`src/rtl/core/bfdh_pkg.sv`:
```
// Package for the double-hash bloom filter: item and result types, operation
// codes, FSM state types and default sizes. No dependencies.

package bfdh_pkg;

	localparam int BIT_COUNT_DEF  = 65536;
	localparam int HASH_COUNT_DEF = 4;
	localparam int ROW_BITS       = 64;
	localparam int COL_W          = 6;
	localparam int QUEUE_DEPTH    = 4;
	localparam int SET_BITS_W     = 17;
	localparam int HASH_W         = 32;

	localparam logic OP_ADD   = 1'b0;
	localparam logic OP_QUERY = 1'b1;

	typedef struct packed {
		logic                     operation;
		logic signed [HASH_W-1:0] primary_hash;
		logic signed [HASH_W-1:0] secondary_hash;
	} item_t;

	typedef struct packed {
		logic                  found;
		logic [SET_BITS_W-1:0] set_bits;
	} result_t;

	typedef struct packed {
		logic clearing;
	} back_status_t;

	typedef enum logic [1:0] {
		F_IDLE,
		F_PROBE,
		F_REDUCE,
		F_PUSH
	} front_state_t;

	typedef enum logic [1:0] {
		B_CLEAR,
		B_IDLE,
		B_MODIFY
	} back_state_t;

endpackage

```
`src/rtl/core/bfdh_front.sv`:
```
// Front end: takes an item, walks its probe sums and reduces each to a bit
// index, then queues {last, op, index}. Depends on bfdh_pkg.

module bfdh_front #(
	parameter int BIT_COUNT  = bfdh_pkg::BIT_COUNT_DEF,
	parameter int HASH_COUNT = bfdh_pkg::HASH_COUNT_DEF,
	parameter int IDX_W      = $clog2(BIT_COUNT)
) (
	input  logic                 clk,
	input  logic                 arst_n,
	input  logic                 accept,
	input  bfdh_pkg::item_t      item,
	input  logic                 q_full,
	output logic                 q_push,
	output logic [IDX_W+1:0]     q_data
);

	localparam int  HW      = bfdh_pkg::HASH_W;
	localparam int  QSH     = HW - 1 + IDX_W;
	localparam int  HC_W    = (HASH_COUNT > 1) ? $clog2(HASH_COUNT) : 1;
	localparam bit  POW2    = ((64'd1 << IDX_W) == 64'(BIT_COUNT));
	localparam logic [HW-1:0] RECIP   = HW'((64'd1 << QSH) / 64'(BIT_COUNT));
	localparam logic [HW-1:0] DIVISOR = HW'(BIT_COUNT);
	localparam logic [1:0] RED_MUL  = 2'd0;
	localparam logic [1:0] RED_BACK = 2'd1;
	localparam logic [1:0] RED_FIX  = 2'd2;

	bfdh_pkg::front_state_t state_q, state_d;

	logic [HW-1:0]   sum_q;
	logic [HW-1:0]   h2_q;
	logic            op_q;
	logic [HC_W-1:0] cnt_q;
	logic [HW-1:0]   rem_q;
	logic [HW-1:0]   quo_q;
	logic [1:0]      step_q;
	logic [HW-1:0]   mag;
	logic [2*HW-1:0] prod;
	logic            last;

	assign mag  = sum_q[HW-1] ? (~sum_q + 1'b1) : sum_q;
	assign last = (cnt_q == HC_W'(HASH_COUNT - 1));
	assign prod = (2*HW)'(rem_q) * (2*HW)'(RECIP);

	always_comb begin
		state_d = state_q;
		case (state_q)
			bfdh_pkg::F_IDLE:   if (accept) state_d = bfdh_pkg::F_PROBE;
			bfdh_pkg::F_PROBE:  state_d = POW2 ? bfdh_pkg::F_PUSH : bfdh_pkg::F_REDUCE;
			bfdh_pkg::F_REDUCE: if (step_q == RED_FIX) state_d = bfdh_pkg::F_PUSH;
			bfdh_pkg::F_PUSH: begin
				if (!q_full) begin
					state_d = last ? bfdh_pkg::F_IDLE : bfdh_pkg::F_PROBE;
				end
			end
			default:            state_d = bfdh_pkg::F_IDLE;
		endcase
	end

	always_comb begin
		q_push = 1'b0;
		q_data = {last, op_q, rem_q[IDX_W-1:0]};
		case (state_q)
			bfdh_pkg::F_PUSH: q_push = !q_full;
			default:          q_push = 1'b0;
		endcase
	end

	always_ff @(posedge clk or negedge arst_n) begin
		if (!arst_n) begin
			state_q <= bfdh_pkg::F_IDLE;
		end else begin
			state_q <= state_d;
		end
	end

	always_ff @(posedge clk) begin
		case (state_q)
			bfdh_pkg::F_IDLE: begin
				if (accept) begin
					sum_q <= item.primary_hash;
					h2_q  <= item.secondary_hash;
					op_q  <= item.operation;
					cnt_q <= '0;
				end
			end
			bfdh_pkg::F_PROBE: begin
				rem_q  <= mag;
				step_q <= RED_MUL;
			end
			bfdh_pkg::F_REDUCE: begin
				case (step_q)
					RED_MUL:  quo_q <= HW'(prod >> QSH);
					RED_BACK: rem_q <= rem_q - quo_q * DIVISOR;
					RED_FIX: begin
						if (rem_q >= DIVISOR) begin
							rem_q <= rem_q - DIVISOR;
						end
					end
					default:  quo_q <= quo_q;
				endcase
				step_q <= step_q + 1'b1;
			end
			bfdh_pkg::F_PUSH: begin
				if (!q_full) begin
					sum_q <= sum_q + h2_q;
					cnt_q <= cnt_q + 1'b1;
				end
			end
			default: begin
				sum_q <= sum_q;
			end
		endcase
	end

endmodule

```
`config.mk`:
```
export PLATFORM = sky130hd
export DESIGN_NAME = bfdh_front
export DESIGN_NICKNAME = d
export VERILOG_FILES = /design/src/rtl/core/bfdh_pkg.sv /design/src/rtl/core/bfdh_front.sv
export SDC_FILE = /design/constraint.sdc
export NUM_CORES = 1
export LEC_CHECK = 0
export BUFFER_PORTS_ARGS = -buffer_cell sky130_fd_sc_hd__buf_2
export CORE_MARGIN = 10
export CORE_UTILIZATION = 59
export CTS_BUF_LIST = sky130_fd_sc_hd__clkbuf_4
export DETAILED_ROUTE_END_ITERATION = 10
export HOLD_SLACK_MARGIN = 0.02
export PLACE_DENSITY = 0.83
export SYNTH_ARGS = -nofsm -noshare
export SYNTH_HDL_FRONTEND = slang
export SYNTH_SLANG_ARGS = --single-unit
```
`constraint.sdc`:
```
create_clock -name clk -period 3.7 [get_ports clk]
set_input_delay 0.185 -clock clk [delete_from_list [all_inputs] [get_ports clk]]
set_output_delay 0.185 -clock clk [all_outputs]
set_load 0.03 [all_outputs]
```
Word level (Yosys, flattened, before mapping)
Cells that the tools add are included.

Flip-flop bits (word level): 119. Bits in latches: 0. Memory bits (writable): 0. Bits in read-only memories: 0. Input port bits: 69. Output and inout port bits: 19. Logic and storage cells: 54. Memories kept: 0.

Add/sub/neg operators: 6. Multiply operators: 0. Div/mod/pow operators: 0. $lt $le $gt $ge: 1. Equal/unequal tests: 11. Shifts and indexed selects: 0. Mux-type cells: 17. Bitwise gates (word level): 1. Reduce and logical (&&, ||, !) cells: 10.

Operator list (number): 32-bit one-hot mux with 2 select lines (3); 32-bit two-way mux (4); 32-bit by 1-bit adder with 32-bit output, second input constant (1); 32-bit adder (1); 32-bit by 17-bit >= comparator with 1-bit output, second input constant (1); 32-bit inverter (1); 32-bit by 17-bit subtractor with 32-bit output, second input constant (1); 32-bit subtractor (1); 2-bit two-way mux (5); 3-bit AND reduction (3); 2-bit equality test, second input constant (4); 2-bit one-hot mux with 2 select lines (2); 2-bit one-hot mux with 4 select lines (1); 2-bit != test, second input constant (3); 2-bit by 1-bit adder with 2-bit output, second input constant (2); 2-bit by 1-bit equality test with 1-bit output, second input constant (2); 2-bit zero test (2); 2-bit AND reduction (2); 2-bit nonzero test (2); 3-bit by 2-bit != test with 1-bit output, second input constant (1); 3-bit != test, second input constant (1); 1-bit two-way mux (2); 1-bit zero test (1).

Longest topological paths before layout
Word-level depth: 4. Depth in mapped cells: 10. Depth with buffers taken out: 10.

Worst setup path after synthesis
OpenSTA, ideal clock, no wires.

Path type: reg-to-reg. Start point: reg sum_q[0]. End point: reg sum_q[22], data pin. Library setup time: 260 ps. Arrival time: 2569 ps. Required time: 3440 ps. Setup slack: 871 ps. Stages on the path, launching flop included: 11. Buffers on the path: 0. Period minus slack after synthesis: 2829 ps. Cell sequence: edfxtp_1 -> ha_1 -> fa_1 -> a21oi_1 -> nor3_1 -> or2_1 -> o211a_1 -> or3b_1 -> a21oi_2 -> xnor2_1 -> mux2_4.

Cells in the longest elaborated chain, start to end: 3.

RTL lines: start, declared (line bfdh_front.sv:30) `logic [HW-1:0] sum_q;`; start signal, assigned (line bfdh_front.sv:81) `sum_q <= item.primary_hash;`; start signal, assigned (line bfdh_front.sv:106) `sum_q <= sum_q + h2_q;`; start signal, assigned (line bfdh_front.sv:111) `sum_q <= sum_q;`; 32-bit adder (line bfdh_front.sv:106); 32-bit two-way mux (line bfdh_front.sv:105) `if (!q_full) begin`; 32-bit one-hot mux with 2 select lines (line bfdh_front.sv:78) `case (state_q)`.

No other way between the ends. The select of a mux whose other input is x is not followed. A chain may end at the register's enable or synchronous reset.

Worst setup path after layout
Same ends and word-level chain as after synthesis.

==> flow_summary.json <==
{
  "status": "complete, but fails checks",
  "violations": "design-rule violations",
  "yosys.area_share.simple_pct": 11.4,
  "grt_pass1_vias": 4174,
  "tightestPinTransition_ns": 0.656,
  "maxSlewViolCount": 0,
  "dp.cells": 634,
  "design.die.area_um2": 13100,
  "dr_total_vias": 4039,
  "path_max_fanout": 4,
  "relSlewSlack_pct": 56.3,
  "cp_top_family": "simple AND/OR/NAND/NOR gates",
  "p_per_area_nw_per_um2": 946,
  "hold_path_class": "in -> async",
  "reg2reg_to": "sum_q[22]",
  "yosysMostFrequentCell": "edfxtp_1",
  "synth_top_cell_by_area": "edfxtp_1",
  "area_growth_pct": 21.4,
  "rsz0062_at_grt": "no",
  "drt_wl_total_um": 12100,
  "slowest_delay_ns": 0.45,
  "grt_max_degree": 41,
  "cap_viol_max_count": 0,
  "period_share_pct": 82.0,
  "routed-wl-met2_um": 5850,
  "hold_violations": 0,
  "multi_input_area_um2": 2520,
  "met1_length_um": 5120,
  "die_y_um": 114,
  "seq_area_um2": 2600,
  "cp-start-kind": "flop",
  "syn-num-nets": 565,
  "nets": 693,
  "clk_pin_slew_ns": 0.15,
  "cts_tree": "yes",
  "fmax_ghz": 0.330,
  "post_drt_wl_per_cell_um": 17.3,
  "viasPerCell": 5.78,
  "cts_resized": 0,
  "routabilityCongestion": 0.941,
  "synth_mux_area_share_pct": 5.59,
  "io_pins": 88,
  "dr.max_layer_used": "met4",
  "core_um2": 8720,
  "antenna_found_initial": 1,
  "drt-initial-drc-count": 226,
  "post_cts_buffers": 0,
  "swShare_pct": 44.0,
  "floorplan.rows": 34,
  "syn_avg_cell_area_um2": 11.5,
  "numClockSinks": 87,
  "end_kind": "flop",
  "htree_levels": 3,
  "clk_path_buf_depth": 2,
  "die_w_um": 114,
  "drc": 1,
  "ys_seq_elements": 87,
  "p_leak_nw": 2.63,
  "ys.flop_type": "edfxtp_1",
  "path_cells": "ha_1 -> fa_1 -> a21oi_1 -> nor3_1 -> or2_1 -> o211a_1 -> or3b_1 -> a21oi_2 -> xnor2_1 -> mux2_4",
  "period_minus_slack_ns": 3.03,
  "power_frac_clock_pct": 9.1,
  "initial_core_util_pct": 60.3,
  "synthArstFlopShare_pct": 2.30,
  "setup_viol": 0,
  "fill_cells": 590,
  "crit_cells": 10,
  "synthXorXnorAreaFrac_pct": 7.16,
  "synth_fa_ha_area_share_pct": 9.42,
  "cpMaxStageDelayCell": "edfxtp_1",
  "grt_pass1_wl_um": 19800,
  "ys_seq_area_share_pct": 49.5,
  "cts-hold-fix-buffers": 46,
  "synth_edf_count": 85,
  "clock_skew_ns": 0.0230,
  "overflow": 0,
  "clock_latency_ns": 0.45,
  "rrSetupSlack_ns": 0.67,
  "arrival_ns": 3.27,
  "finalSetupTns_ns": 0,
  "stdcell_count": 699,
  "pwr-share-seq_pct": 32.8,
  "r2r_cells": 10,
  "synthCells": 457,
  "route.met3.wl_um": 749,
  "ir_drop_mv": 0.537,
  "cts_buffers": 9,
  "grtUsageTotal_pct": 18.7,
  "yosys_warnings": 0,
  "dp_hpwl_um": 8730,
  "crit_type": "reg -> reg",
  "r2r_start": "sum_q[0]",
  "synthTopCellsByArea": "edfxtp_1 49%, ha_1 9.0%, mux2_2 4.9%",
  "p_sw_mw": 2.66,
  "required_ns": 3.93,
  "netlist_top_cells_count": "85 x edfxtp_1, 38 x ha_1, 36 x nor2_1",
  "final_antenna_net_count": 0,
  "synth-compound-area-share_pct": 14.4,
  "drt_pass1_iterations": 9,
  "p_int_mw": 3.38,
  "io_buffers": 87,
  "crit_buf_inv": 0,
  "combPwrFrac_pct": 58.0,
  "drive_above_1_share_pct": 23.7,
  "synth_top_family_by_area": "compound AO/OA/AOI/OAI gates",
  "cts_root_buffer": "clkbuf_4",
  "syn_area_um2": 5260,
  "ys_types": 61,
  "synth_top_area_share_pct": 48.5
}
logic make-up (layout without fill, tap and decap cells):
family,count (synthesis),after routing
AND/OR/NAND/NOR,120,120
AO/OA/AOI/OAI,109,109
flip-flops,87,87
XOR/XNOR,43,43
adder cells (fa/ha/maj),39,39
buffers and inverters,33,166
multiplexers,26,26
other,0,1
how the worst max path moves through the flow:
stage / end / from / slack, ns
after floorplan: sum_q[22] / sum_q[0] / 0.87
after global placement: sum_q[22] / sum_q[0] / 0.75
after detailed placement: sum_q[22] / sum_q[0] / 0.67
after CTS: sum_q[22] / sum_q[0] / 0.67
after global routing: sum_q[22] / sum_q[0] / 0.49
final: sum_q[22] / sum_q[0] / 0.67
sequential cells by signal, indices dropped and copies added (netlist names):
signal   count
rem_q       16
op_q         1
h2_q        32
step_q       2
cnt_q        2
sum_q       32
state_q      2
layout by cell type (no fill, tap or decap), types with 23 or more instances in the layout:
master and instances:
a21oi_1 27, buf_2 87, dlygate4sd3_1 48, edfxtp_1 85
ha_1 38, mux2_2 23, nand2_1 24, nor2_1 36
xnor2_1 27
metrics by stage:
stage | setup WS [ns] | total power [mW] | utilization, % | cell area, um^2 | hold WS (ns)
floorplan | 0.871 | 4.65 | - | 5260 | -0.111
global placement | 0.746 | 5.27 | 66.1 | 5760 | -0.0276
detailed placement | 0.674 | 5.42 | 66.1 | 5760 | -0.0276
CTS | 0.668 | 6.01 | 73.0 | 6360 | 0.0201
global route | 0.488 | 6.49 | 73.2 | 6390 | 0.0278
finish | 0.666 | 6.04 | 73.2 | 6390 | 0.0353
power groups by stage:
stage          sequential (mW)  clock [mW]  combinational (mW)
6_report                  1.98       0.551                3.51
5_1_grt                   2.02       0.592                3.88
4_1_cts                   1.97       0.559                3.48
3_5_place_dp              2.00           0                3.42
3_3_place_gp              1.97           0                3.30
2_1_floorplan             2.10           0                2.56
layer usage:
layer	GRT usage (%)	vias to the layer above
li1	-	1951
met1	23.3	1891
met2	30.0	163
met3	4.45	34
met4	8.35	0
met5	0	-
cell type report:
| class | count | share of cell area (%) |
|---|---|---|
| Clock buffer | 9 | 1.06 |
| Sequential cell | 87 | 40.8 |
| Tap cell | 108 | 2.12 |
| Timing Repair Buffer | 138 | 14.7 |
| Multi-Input combinational cell | 337 | 39.5 |
| Inverter | 12 | 0.705 |
| Clock inverter | 7 | 1.12 |
| Antenna cell | 1 | 0.0392 |
worst register-to-register path, cell delays in order (launching register included):
cell and delay, ns:
edfxtp_1 0.45, ha_1 0.24, fa_1 0.42, a21oi_1 0.24, nor3_1 0.10, or2_1 0.25
o211a_1 0.25, or3b_1 0.39, a21oi_2 0.16, xnor2_1 0.07, mux2_4 0.25
No activity file was read; power rests on OpenSTA's default activity.
