**src/rtl/core/bfdh_fifo.sv**
```systemverilog
// Short probe queue between the index front end and the bit-store back end.
// Depends on nothing but its parameters.

module bfdh_fifo #(
	parameter int WIDTH = 8,
	parameter int DEPTH = 4
) (
	input  logic             clk,
	input  logic             arst_n,
	input  logic             push,
	input  logic [WIDTH-1:0] wdata,
	input  logic             pop,
	output logic [WIDTH-1:0] rdata,
	output logic             full,
	output logic             empty
);

	localparam int PW = (DEPTH > 1) ? $clog2(DEPTH) : 1;
	localparam int CW = $clog2(DEPTH + 1);

	logic [WIDTH-1:0] slot_q [DEPTH];
	logic [PW-1:0]    wr_q;
	logic [PW-1:0]    rd_q;
	logic [CW-1:0]    cnt_q;

	assign full  = (cnt_q == CW'(DEPTH));
	assign empty = (cnt_q == '0);
	assign rdata = slot_q[rd_q];

	always_ff @(posedge clk) begin
		if (push && !full) begin
			slot_q[wr_q] <= wdata;
		end
	end

	always_ff @(posedge clk or negedge arst_n) begin
		if (!arst_n) begin
			wr_q  <= '0;
			rd_q  <= '0;
			cnt_q <= '0;
		end else begin
			if (push && !full) begin
				wr_q <= (wr_q == PW'(DEPTH - 1)) ? '0 : wr_q + 1'b1;
			end
			if (pop && !empty) begin
				rd_q <= (rd_q == PW'(DEPTH - 1)) ? '0 : rd_q + 1'b1;
			end
			case ({push && !full, pop && !empty})
				2'b10:   cnt_q <= cnt_q + 1'b1;
				2'b01:   cnt_q <= cnt_q - 1'b1;
				default: cnt_q <= cnt_q;
			endcase
		end
	end

endmodule

```
**config.mk**
```make
export PLATFORM = sky130hd
export DESIGN_NAME = bfdh_fifo
export DESIGN_NICKNAME = d
export VERILOG_FILES = /design/src/rtl/core/bfdh_fifo.sv
export SDC_FILE = /design/constraint.sdc
export NUM_CORES = 1
export LEC_CHECK = 0
export ABC_AREA = 1
export BUFFER_PORTS_ARGS = -buffer_cell sky130_fd_sc_hd__buf_2
export CAP_MARGIN = 20
export CORE_MARGIN = 5
export CORE_UTILIZATION = 54
export CTS_BUF_LIST = sky130_fd_sc_hd__clkbuf_8
export DETAILED_ROUTE_END_ITERATION = 10
export GPL_TIMING_DRIVEN = 0
export PLACE_DENSITY = 0.8
export SYNTH_ARGS = -nofsm -noshare
export SYNTH_HDL_FRONTEND = slang
export SYNTH_SLANG_ARGS = --single-unit
```
**constraint.sdc**
```tcl
create_clock -name clk -period 2.2 [get_ports clk]
set_input_delay 0.44 -clock clk [delete_from_list [all_inputs] [get_ports clk]]
set_output_delay 0.44 -clock clk [all_outputs]
set_load 0.01 [all_outputs]
```
Word-level counts from Yosys, hierarchy flattened
Memory sizes are Yosys's and may differ from the RTL's.
Cells that the tools add are included.
- flip-flop bits (word level): 7
- RAM bits: 32
- output and inout port bits: 10
- memories: 1
- memories (memory ; depth ; bits a word ; rd ports ; clocked after Yosys merged registers in ; write ports ; line ; RTL):
    slot_q ; 4 ; 8 ; 1 ; 0 ; 1 ; 21 ; logic [WIDTH-1:0] slot_q [DEPTH];
- $add $sub $neg: 4
- equality and inequality tests: 5
- multiplexer cells: 5
- reductions and logical operators: 6
- operators by type and width (cell ; count):
    2-bit equality test, second input constant ; 3
    3-bit case mux with 2 select lines ; 1
    2-bit by 1-bit adder with 2-bit output, second input constant ; 2
    2-bit 2-to-1 mux ; 2
    3-bit by 1-bit adder with 3-bit output, second input constant ; 1
    3-bit equality test, second input constant ; 1
    3-bit logical NOT ; 1
    3-bit by 1-bit subtractor with 3-bit output, second input constant ; 1
    2-bit by 1-bit equality test with 1-bit output, second input constant ; 1
    1-bit logical AND ; 2
    1-bit logical NOT ; 2
    1-bit 2-to-1 mux ; 2
    2-bit nonzero test ; 1

Longest topological paths before layout
Gate-level depths: netlist of run 1.
- depth after elaboration: 5
- gate-level depth with buffers: 12

Least setup slack after synthesis of run 1
OpenSTA, ideal clock, no wires.
- path type: flip-flop to flip-flop
- from: register cnt_q[0]
- to: register cnt_q[2]
- arrival: 1.547 ns
- path slack: 0.536 ns
- stages on the path, launching flop included: 11
- clock period less this slack: 1.664 ns
- cells stage by stage: dfrtp_1 inv_1 nand3_2 nand2_4 ha_1 inv_1 fa_1 nand2_1 nand3_1 nand2_1 nand2_1
- word-level cells in the longest chain between the ends: 5
- elaborated cells on any way between the ends: 12
- those cells by class: add/sub: 2; eq/ne: 3; mux: 1; reduce/logical: 6
- ends and longest elaborated chain (what ; line ; RTL):
    start: declaration ; 24 ; logic [CW-1:0] cnt_q;
    start signal: assignment ; 49 ; 2'b10: cnt_q <= cnt_q + 1'b1;
    start signal: assignment ; 50 ; 2'b01: cnt_q <= cnt_q - 1'b1;
    start signal: assignment ; 51 ; default: cnt_q <= cnt_q;
    3-bit equality test / 3-bit logical NOT (equally long branches) ; 26, 27 ;
    1-bit logical NOT ; 48 ; case ({push && !full, pop && !empty})
    1-bit logical AND ; 48 ;
    2-bit by 1-bit equality test with 1-bit output / 2-bit equality test (equally long branches) ; 48 ;
    3-bit case mux with 2 select lines / 2-bit nonzero test (equally long branches) ; -- ;
Several ways; a longest one is shown, not always the timed one.
A chain may end at the register's enable or synchronous reset.

Final worst setup path of run 1
- from: register rd_q[1]
- to: output rdata[7]
- word-level cells in the longest chain between the ends: 1
- ends and longest elaborated chain (what ; line ; RTL):
    start: declaration ; 23 ; logic [PW-1:0] rd_q;
    start signal: assignment ; 46 ; rd_q <= (rd_q == PW'(DEPTH - 1)) ? '0 : rd_q + 1'b1;
    memory 4 x 8 bit ; -- ;
    end: declaration ; 13 ; output logic [WIDTH-1:0] rdata,
Every way passes these cells.

==> results.py, run 1 <==
metrics = {
    "grt": {
        "grt_pass1_wl_um": 5250,
        "antenna_found_initial": 0,
        "overflow": 0,
        "grt_max_degree": 14,
        "grt.total_usage_pct": 16.58,
        "grt_pass1_vias": 1125,
    },
    "drt": {
        "drc_errors": 0,
        "wirelength_um": 3153,
        "first_pass_iters": 4,
        "dr_total_vias": 1123,
        "routedWlPerCell_um": 13.83,
        "first_iter_violations": 57,
        "ant_nets": 0,
        "drt-vias-per-instance": 4.925,
    },
    "worst_setup_path": {
        "worstPathCellList": "buf_6 -> inv_1 -> o211ai_1 -> nand2_1 -> buf_2",
        "path_max_fanout": 10,
        "arrival_ns": 1.45,
        "r2r-start": "cnt_q[0]$_DFFE_PN0P_",
        "cp_data_required_time_ns": 1.76,
        "cpPeakStageDelay_ns": 0.40,
        "worstSetupStartpointType": "flop",
        "cp-end-kind": "primary output",
        "setup.worst_path.class": "reg2out",
        "cp-startpoint": "rd_q[1]$_DFFE_PN0P_",
        "critPathSlowestCell": "dfrtp_1",
    },
    "clocking": {
        "cts_tree": "yes",
        "root_buffer": "clkbuf_8",
        "cts_buffer_depth": 2,
        "clkTransAtPathRegs_ns": 0.08,
        "clock-sinks": 39,
        "clk_latency_ns": 0.29,
        "htreeDepth": 2,
        "numCtsBuffers": 5,
        "cts_resized": 0,
    },
    "sta": {
        "max_slew_margin_pct": 44.28,
        "final_max_slew_viol_count": 0,
        "tns_ns": 0,
        "setup_viol": 0,
        "skew_ns": 0.004561,
        "rsz0062_at_grt": "false",
        "period_share_pct": 85.77,
        "min_period_ns": 1.887,
        "worstMarginPinSlew_ns": 0.8327,
        "hold_viol": 0,
        "maxClockFrequency_mhz": 530.0,
    },
    "outcome": {
        "status": "complete, no violations",
    },
    "power": {
        "switching_share_pct": 34.67,
        "seqPwrFrac_pct": 37.5,
        "cell_internal_pwr_uw": 1871,
        "p_leak_uw": 0.0009351,
        "powerDensity_nw_per_um2": 1376,
        "ir_worst_vdd_mv": 0.7631,
        "clock_power_share_pct": 24.3,
        "switchingPower_uw": 992.5,
        "power_frac_comb_pct": 38.2,
    },
    "die": {
        "core_sq_um": 3103,
        "dieWidth_um": 67.32,
        "io-pin-count": 22,
        "die_area_sq_um": 4532,
        "rows": 20,
        "initial_utilization_pct": 57.18,
        "die_h_um": 67.32,
    },
    "synth": {
        "yosysTopAreaCell": "edfxtp_1",
        "synth_seq_area_share_pct": 64.03,
        "synth_area_leaders": "edfxtp_1 54%, dfrtp_1 9.9%, nand2_1 8.0%",
        "yosys_warnings": 0,
        "synthDistinctLibCells": 16,
        "ys_seq_elements": 39,
        "synth_cells": 154,
        "synthesis.nets": 173,
        "synth_top_area_share_pct": 54.16,
        "synth_area_sq_um": 1774,
        "synth.avg_cell_area_sq_um": 11.52,
    },
    "layout": {
        "diodes": 0,
        "fillCellCount": 237,
        "final_common_cell": "nand2_1",
        "final_cell_mix": "38 x nand2_1, 32 x inv_1, 32 x edfxtp_1",
        "final_area_sq_um": 2081,
        "drive_gt1_share_pct": 20.65,
        "multi_input_area_sq_um": 461.7,
        "ff_latch_area_sq_um": 1136,
        "final_nets": 202,
        "area_growth_pct": 17.28,
    },
    "placement": {
        "port_buffers": 21,
        "dpl.hpwl_um": 2190,
        "dpl_cell_area_sq_um": 1934,
        "routabilityCongestion": 0.6972,
    },
    "run": {
        "cap_viol_max_count": 0,
    },
    "min_path": {
        "min-delay-start": "wdata[4]",
        "min_path_type": "in2reg",
    },
}
==> cell usage after synthesis (all sizes together) <==
library cell,count
xnor2,1
nor2,6
nand4,1
nand2,39
ha,6
edfxtp,32
o211ai,16
nand3,7
dfrtp,7
fa,1
o21ai,1
inv,32
buf,5
==> area by class of cell <==
class,instances,share of cell area (%)
buffer,5,2.706
clock buffer,5,3.307
clock inverter,3,3.247
inverter,32,5.773
multi-input combinational,78,22.19
sequential,39,54.60
tap,44,2.646
timing repair buffer,22,5.532
==> per-layer routing <==
layer	vias to the layer above	global-route usage (%)	part of all wire, %
met5	-	0	0
met2	24	27.24	50
met4	0	7.848	2.1
met1	533	19.96	44
li1	561	-	-
met3	5	4.992	3.6
==> power by group through the flow <==
stage / Combinational [uW] / Clock [uW] / Sequential (uW)
3_5_place_dp: 1110 / 0 / 1090
3_3_place_gp: 1050 / 0 / 1080
4_1_cts: 1110 / 713 / 1070
2_1_floorplan: 776 / 0 / 1070
6_report: 1090 / 696 / 1070
5_1_grt: 1230 / 745 / 1090
==> through the flow <==
stage	power [uW]	hold WS, ns	worst slack [ns]	util, %	instances
finish	2863	0.3663	0.3132	67.06	228
global route	3071	0.3508	0.1857	67.06	228
CTS	2896	0.3510	0.3178	67.06	228
detailed placement	2193	0.2860	0.3672	62.34	219
global placement	2130	0.2780	0.4629	62.34	219
floorplan	1844	0.1444	0.5356	-	154
==> repair_timing <==
| action | CTS | global route |
|---|---|---|
| hold buffers | 1 | 0 |
| setup buffers | 0 | 0 |
| endpoints found under the hold margin | 7 | 0 |
==> cells by family after synthesis <==
group / synth area share (%)
simple gates: 12.84
flops: 64.03
buf+inv: 9.944
compound gates: 7.334
xor+xnor: 0.4937
fa+ha+maj: 5.360
==> state kept, by name (all words and copies together) (netlist names) <==
name    count
rd_q        2
cnt_q       3
wr_q        2
slot_q     32
==> critical path: cells and delay by family (launching register included) <==
kind | cells | cell delay (ns)
AOI/OAI and AO/OA | 1 | 0.14
buffers and inverters | 3 | 0.53
DFF | 1 | 0.40
and+or+nand+nor | 1 | 0.09
==> path summary, 6_finish.rpt <==
check                                         end  slack (ns)  cells past startpoint
setup / recovery                         rdata[7]        0.31                      5
hold / removal             slot_q[3][4]$_DFFE_PP_        0.37                      1
setup reg to reg             cnt_q[2]$_DFFE_PN0P_        0.36                     10
hold reg to reg              cnt_q[0]$_DFFE_PN0P_        0.48                      1
max in group asynchronous     wr_q[0]$_DFFE_PN0P_        1.53                      2
min in group asynchronous    cnt_q[1]$_DFFE_PN0P_        0.51                      2
Note: power is estimated with default switching activity, not from simulation.
==> inputs of run 2 (changes only) <==
ABC_AREA = unset   (was 1)
CELL_PAD_IN_SITES_DETAIL_PLACEMENT = 0   (was unset)
CELL_PAD_IN_SITES_GLOBAL_PLACEMENT = 1   (was unset)
CORE_UTILIZATION = 50   (was 54)
CTS_CLUSTER_SIZE = 12   (was unset)
PLACE_DENSITY = 0.86   (was 0.8)
==> results.py, run 2 <==
metrics = {
    "sta": {
        "final_max_slew_viol_count": 0,
        "worstMarginPinSlew_ns": 0.5412,
        "min_period_ns": 2.095,
        "skew_ns": 0.002851,
        "rsz0062_at_grt": "true",
        "fin_hold_ws_ns": 0.3677,
        "maxClockFrequency_mhz": 477.4,
        "setup_viol": 0,
        "hold_viol": 0,
        "tns_ns": 0,
        "period_share_pct": 95.20,
        "max_slew_margin_pct": 63.92,
    },
    "worst_setup_path": {
        "r2r_setup_slack_ns": 0.11,
        "cp-end-kind": "flop",
        "setup.worst_path.class": "reg2reg",
        "arrival_ns": 2.30,
        "r2r_cells": 9,
        "path_max_fanout": 6,
        "critPathSlowestCell": "or3b_4",
        "cp_data_required_time_ns": 2.41,
        "worstSetupStartpointType": "flop",
        "cpPeakStageDelay_ns": 0.44,
        "endpoint": "cnt_q[2]$_DFFE_PN0P_",
        "cp-startpoint": "cnt_q[1]$_DFFE_PN0P_",
        "r2r-end": "cnt_q[2]$_DFFE_PN0P_",
        "r2r-start": "cnt_q[1]$_DFFE_PN0P_",
        "worstPathCellList": "or3b_4 -> and2_4 -> inv_2 -> ha_4 -> inv_2 -> fa_2 -> xor2_1 -> nor2_1 -> xor2_1",
    },
    "power": {
        "p_leak_uw": 0.0007621,
        "powerDensity_nw_per_um2": 1280,
        "ir_worst_vdd_mv": 0.6579,
    },
    "synth": {
        "synth.most_common_cell": "edfxtp_1",
        "ys.flop_type": "edfxtp_1",
        "yosys_warnings": 0,
        "synthesis.nets": 103,
        "synth_commonest_cells": "32 x edfxtp_1, 8 x inv_1, 8 x mux4_2",
        "synth-edff-count": 32,
        "async_flop_share_pct": 17.95,
        "yosysTopAreaCell": "edfxtp_1",
        "synth_top_area_share_pct": 59.67,
        "synth_area_leaders": "edfxtp_1 60%, mux4_2 11%, dfrtp_1 11%",
        "synth_area_sq_um": 1610,
        "synth_cells": 84,
        "synthDistinctLibCells": 20,
        "synth.avg_cell_area_sq_um": 19.17,
        "ys_seq_elements": 39,
        "synth_seq_area_share_pct": 70.55,
    },
    "drt": {
        "ant_nets": 0,
        "wirelength_um": 2485,
        "drt-vias-per-instance": 4.944,
        "routedWlPerCell_um": 15.34,
        "drc_errors": 0,
        "first_iter_violations": 29,
        "dr_total_vias": 801,
        "first_pass_iters": 4,
    },
    "clocking": {
        "cts_tree": "yes",
        "root_buffer": "clkbuf_8",
        "cts_buffer_depth": 2,
        "clock-sinks": 39,
        "clkTransAtPathRegs_ns": 0.07,
        "htreeDepth": 2,
        "clk_latency_ns": 0.28,
        "numCtsBuffers": 5,
    },
    "placement": {
        "port_buffers": 21,
        "dpl_cell_area_sq_um": 1770,
        "dpl.hpwl_um": 1698,
        "routabilityCongestion": 0.7693,
        "placed_cells": 149,
    },
    "layout": {
        "top_register": "slot_q",
        "area_growth_pct": 18.42,
        "largest_register_ffs": 32,
        "final_nets": 136,
        "largest_registers": "slot_q (32), cnt_q (3)",
        "stdcell_count": 162,
        "final_area_sq_um": 1907,
        "drive_gt1_share_pct": 45.76,
        "final_common_cell": "edfxtp_1",
        "diodes": 0,
        "final_cell_mix": "32 x edfxtp_1, 22 x buf_2, 8 x inv_1, 8 x mux4_2, 7 x dfrtp_1",
    },
    "die": {
        "dieWidth_um": 66.75,
        "io-pin-count": 22,
        "core_sq_um": 3078,
        "initial_utilization_pct": 52.32,
        "rows": 20,
        "die_area_sq_um": 4456,
        "die_h_um": 66.75,
    },
    "min_path": {
        "min-delay-start": "wdata[0]",
        "min_path_type": "in2reg",
    },
    "grt": {
        "overflow": 0,
        "antenna_found_initial": 0,
        "grt.total_usage_pct": 13.48,
        "grt_max_degree": 12,
        "grt_pass1_wl_um": 4222,
        "grt_pass1_vias": 880,
    },
    "run": {
        "cap_viol_max_count": 0,
    },
    "outcome": {
        "status": "complete, no violations",
    },
}
[run 2: cell types whose count changed in the layout (fill, tap and decap cells not counted), moves of 4 or more]
cell / previous run / this run
buf_4: 0 / 4
and3_2: 0 / 4
buf_6: 5 / 0
mux4_2: 0 / 8
inv_1: 32 / 8
o211ai_1: 15 / 0
nand2_1: 38 / 1
nand3_1: 5 / 0
[run 2: report_power, final]
part | switching [uW] | internal [uW]
Combinational | 449 | 476
Sequential | 77.0 | 1000
Clock | 226 | 213
Total | 752 | 1690
[run 2: how the worst min path moves through the flow]
stage	slack [ns]	endpoint	depth (start not counted)
floorplan	0.14	cnt_q[0]$_DFFE_PN0P_	0
global placement	0.28	rd_q[1]$_DFFE_PN0P_	1
detailed placement	0.28	rd_q[0]$_DFFE_PN0P_	1
CTS	0.36	slot_q[2][1]$_DFFE_PP_	1
global route	0.37	slot_q[2][2]$_DFFE_PP_	1
finish	0.37	slot_q[1][0]$_DFFE_PP_	1
[run 2: cell type report]
class                   count  area [sq um]
plain buffers               2         8.758
clock buffers               5         68.82
clock inverters             3         12.51
fillers                   233          1171
inverters                   8         30.03
multi-input cells          35         450.4
flip-flops and latches     39          1136
well taps                  44         55.05
repair buffers             26         145.1
[run 2: what timing repair did]
action | CTS | global route
buffers inserted | 1 | 3
pin swaps | 0 | 7
endpoints found under the setup margin | 1 | 1
hold buffers | 1 | 0
resized for setup | 0 | 5
hold endpoints to repair | 7 | 0
[run 2: cell families after synthesis]
group	Yosys count	synth area share, %
AOI/OAI and AO/OA	1	0.3105
xor gates and xnor gates	3	1.632
adders and majority gates	7	5.905
buffers and inverters	10	2.408
DFF	39	70.55
muxes	12	14.45
and+or+nand+nor	12	4.740
[run 2: through the flow]
| stage | total power [uW] | worst slack (ns) | utilization (%) |
|---|---|---|---|
| 3_3_place_gp | 1940 | 0.03335 | 57.52 |
| 5_1_grt | 2617 | -0.03020 | 61.95 |
| 4_1_cts | 2438 | 0.02874 | 60.73 |
| 2_1_floorplan | 1710 | 0.1313 | - |
| 6_report | 2440 | 0.1055 | 61.95 |
| 3_5_place_dp | 1984 | 0.02032 | 57.52 |
[run 2: critical path: cells and delay by family (launching register included)]
kind	cells	cell delay, ns
adders and majority gates	2	0.46
and+or+nand+nor	3	0.72
xor gates and xnor gates	2	0.32
DFF	1	0.42
buffers and inverters	2	0.09
[run 2: metal layers]
| metal | track usage (%) | part of all wire (%) | routed length [um] | vias to the layer above |
|---|---|---|---|---|
| met5 | 0 | 0 | 0 | - |
| met4 | 6.091 | 1.9 | 46 | 0 |
| met3 | 5.228 | 4.7 | 118 | 6 |
| met2 | 21.91 | 49 | 1222 | 17 |
| met1 | 15.71 | 44 | 1098 | 398 |
| li1 | - | - | - | 380 |
==> inputs of run 3 (changes only) <==
CORE_UTILIZATION = 54   (was 50)
PLACE_DENSITY = 0.91   (was 0.86)
clock period = 2.7 ns   (was 2.2 ns; I/O delays follow)
==> results.py, run 3 (synthesized netlist as in run 2, its figures left out) <==
metrics = {
    "worst_setup_path": {
        "worstSetupStartpointType": "flop",
        "setup.worst_path.class": "reg2reg",
        "path_max_fanout": 6,
        "cp_data_required_time_ns": 2.91,
        "r2r-start": "cnt_q[0]$_DFFE_PN0P_",
        "arrival_ns": 2.43,
        "cp-startpoint": "cnt_q[0]$_DFFE_PN0P_",
        "r2r_setup_slack_ns": 0.48,
        "endpoint": "cnt_q[2]$_DFFE_PN0P_",
        "r2r_cells": 9,
        "r2r-end": "cnt_q[2]$_DFFE_PN0P_",
        "cp-end-kind": "flop",
    },
    "sta": {
        "setup_slack_ns": 0.4780,
        "hold_viol": 0,
        "rsz0062_at_grt": "false",
        "setup_viol": 0,
        "final_max_slew_viol_count": 0,
        "period_share_pct": 82.30,
        "tns_ns": 0,
        "maxClockFrequency_mhz": 450.0,
        "max_slew_margin_pct": 64.86,
        "min_period_ns": 2.222,
        "worstMarginPinSlew_ns": 0.5272,
        "skew_ns": 0.003653,
    },
    "die": {
        "core_sq_um": 2805,
        "rows": 19,
        "die_area_sq_um": 4174,
        "io-pin-count": 22,
        "die_h_um": 64.61,
        "initial_utilization_pct": 57.40,
        "dieWidth_um": 64.61,
    },
    "layout": {
        "final_common_cell": "edfxtp_1",
        "multi_input_area_sq_um": 435.4,
        "diodes": 0,
        "final_cell_mix": "32 x edfxtp_1, 22 x buf_2, 10 x inv_1",
        "area_growth_pct": 13.99,
        "final_nets": 131,
        "largest_register_ffs": 32,
        "ff_latch_area_sq_um": 1136,
        "fillCellCount": 206,
        "largest_registers": "slot_q (32), cnt_q (3)",
        "drive_gt1_share_pct": 40.71,
        "top_register": "slot_q",
    },
    "drt": {
        "first_iter_violations": 29,
        "wirelength_um": 2456,
        "dr_total_vias": 783,
        "ant_nets": 0,
        "first_pass_iters": 4,
        "drc_errors": 0,
        "drt-vias-per-instance": 5.438,
        "routedWlPerCell_um": 17.06,
    },
    "power": {
        "p_leak_uw": 0.0007401,
        "powerDensity_nw_per_um2": 1060,
        "ir_worst_vdd_mv": 0.6921,
    },
    "grt": {
        "grt_pass1_wl_um": 4105,
        "grt_pass1_vias": 862,
        "grt.total_usage_pct": 14.01,
        "antenna_found_initial": 0,
        "overflow": 0,
        "grt_max_degree": 12,
    },
    "clocking": {
        "cts_tree": "yes",
        "numCtsBuffers": 5,
        "clock-sinks": 39,
        "cts_buffer_depth": 2,
        "clkTransAtPathRegs_ns": 0.07,
        "htreeDepth": 2,
        "cts_resized": 0,
        "post_cts_buffers": 0,
        "clk_latency_ns": 0.28,
        "ctsHoldBuffers": 0,
        "root_buffer": "clkbuf_8",
    },
    "placement": {
        "routabilityCongestion": 0.7470,
        "dpl.hpwl_um": 1723,
        "dp_slack_ns": 0.4982,
        "port_buffers": 21,
    },
    "min_path": {
        "min_path_type": "in2async",
    },
    "outcome": {
        "status": "complete, no violations",
    },
    "run": {
        "cap_viol_max_count": 0,
    },
}
==> run 3: changes by cell type in the layout (fill, tap and decap cells not counted) <==
| cell | change |
|---|---|
| buf_4 | -4 |
| inv_1 | +2 |
| inv_2 | -2 |
| dlygate4sd3_1 | -1 |
| fa_1 | +1 |
| fa_2 | -1 |
| ha_1 | +1 |
| ha_4 | -1 |
==> run 3: worst min path at each step <==
stage | startpoint | end | slack (ns) | cells past startpoint
final | arst_n | cnt_q[0]$_DFFE_PN0P_ | 0.07 | 1
after global routing | arst_n | cnt_q[2]$_DFFE_PN0P_ | 0.07 | 1
after CTS | arst_n | cnt_q[0]$_DFFE_PN0P_ | 0.07 | 1
after detailed placement | arst_n | rd_q[0]$_DFFE_PN0P_ | 0.38 | 1
after global placement | arst_n | rd_q[1]$_DFFE_PN0P_ | 0.38 | 1
after floorplan | arst_n | cnt_q[0]$_DFFE_PN0P_ | 0.24 | 0
==> run 3: power by group <==
part | internal, uW | leakage [uW] | switching, uW | total (uW)
clock | 174 | 0.0000505 | 189 | 363
combinational | 353 | 0.000314 | 345 | 698
sequential | 815 | 0.000376 | 70.3 | 885
==> run 3: metrics by stage <==
stage	hold WS, ns	util [%]	cell area (sq um)	instances	total power (uW)
2_1_floorplan	0.2444	-	1610	84	1394
3_5_place_dp	0.3798	62.53	1754	136	1617
5_1_grt	0.07315	65.43	1836	144	2078
6_report	0.06828	65.43	1836	144	1946
4_1_cts	0.06832	65.43	1836	144	1975
3_3_place_gp	0.3772	62.53	1754	136	1573
==> run 3: cell type report <==
cell class,count,share of cell area (%)
inverters,8,1.636
flip-flops and latches,39,61.90
repair buffers,21,5.726
plain buffers,2,0.4772
multi-input cells,35,23.72
well taps,31,2.113
clock inverters,3,0.6817
clock buffers,5,3.749
==> run 3: metal layers <==
| metal | GRT usage, % | wire (um) |
|---|---|---|
| met1 | 16.14 | 1053 |
| met2 | 23.32 | 1237 |
| met3 | 4.836 | 106 |
| met4 | 7.124 | 59 |
| met5 | 0 | 0 |
==> run 3: critical path: stages, from the launching register on <==
cell,delay (ns)
dfrtp_1,0.42
or3b_4,0.44
and2_4,0.19
inv_1,0.06
ha_1,0.18
inv_1,0.06
fa_1,0.38
xor2_1,0.15
nor2_1,0.11
xor2_1,0.15
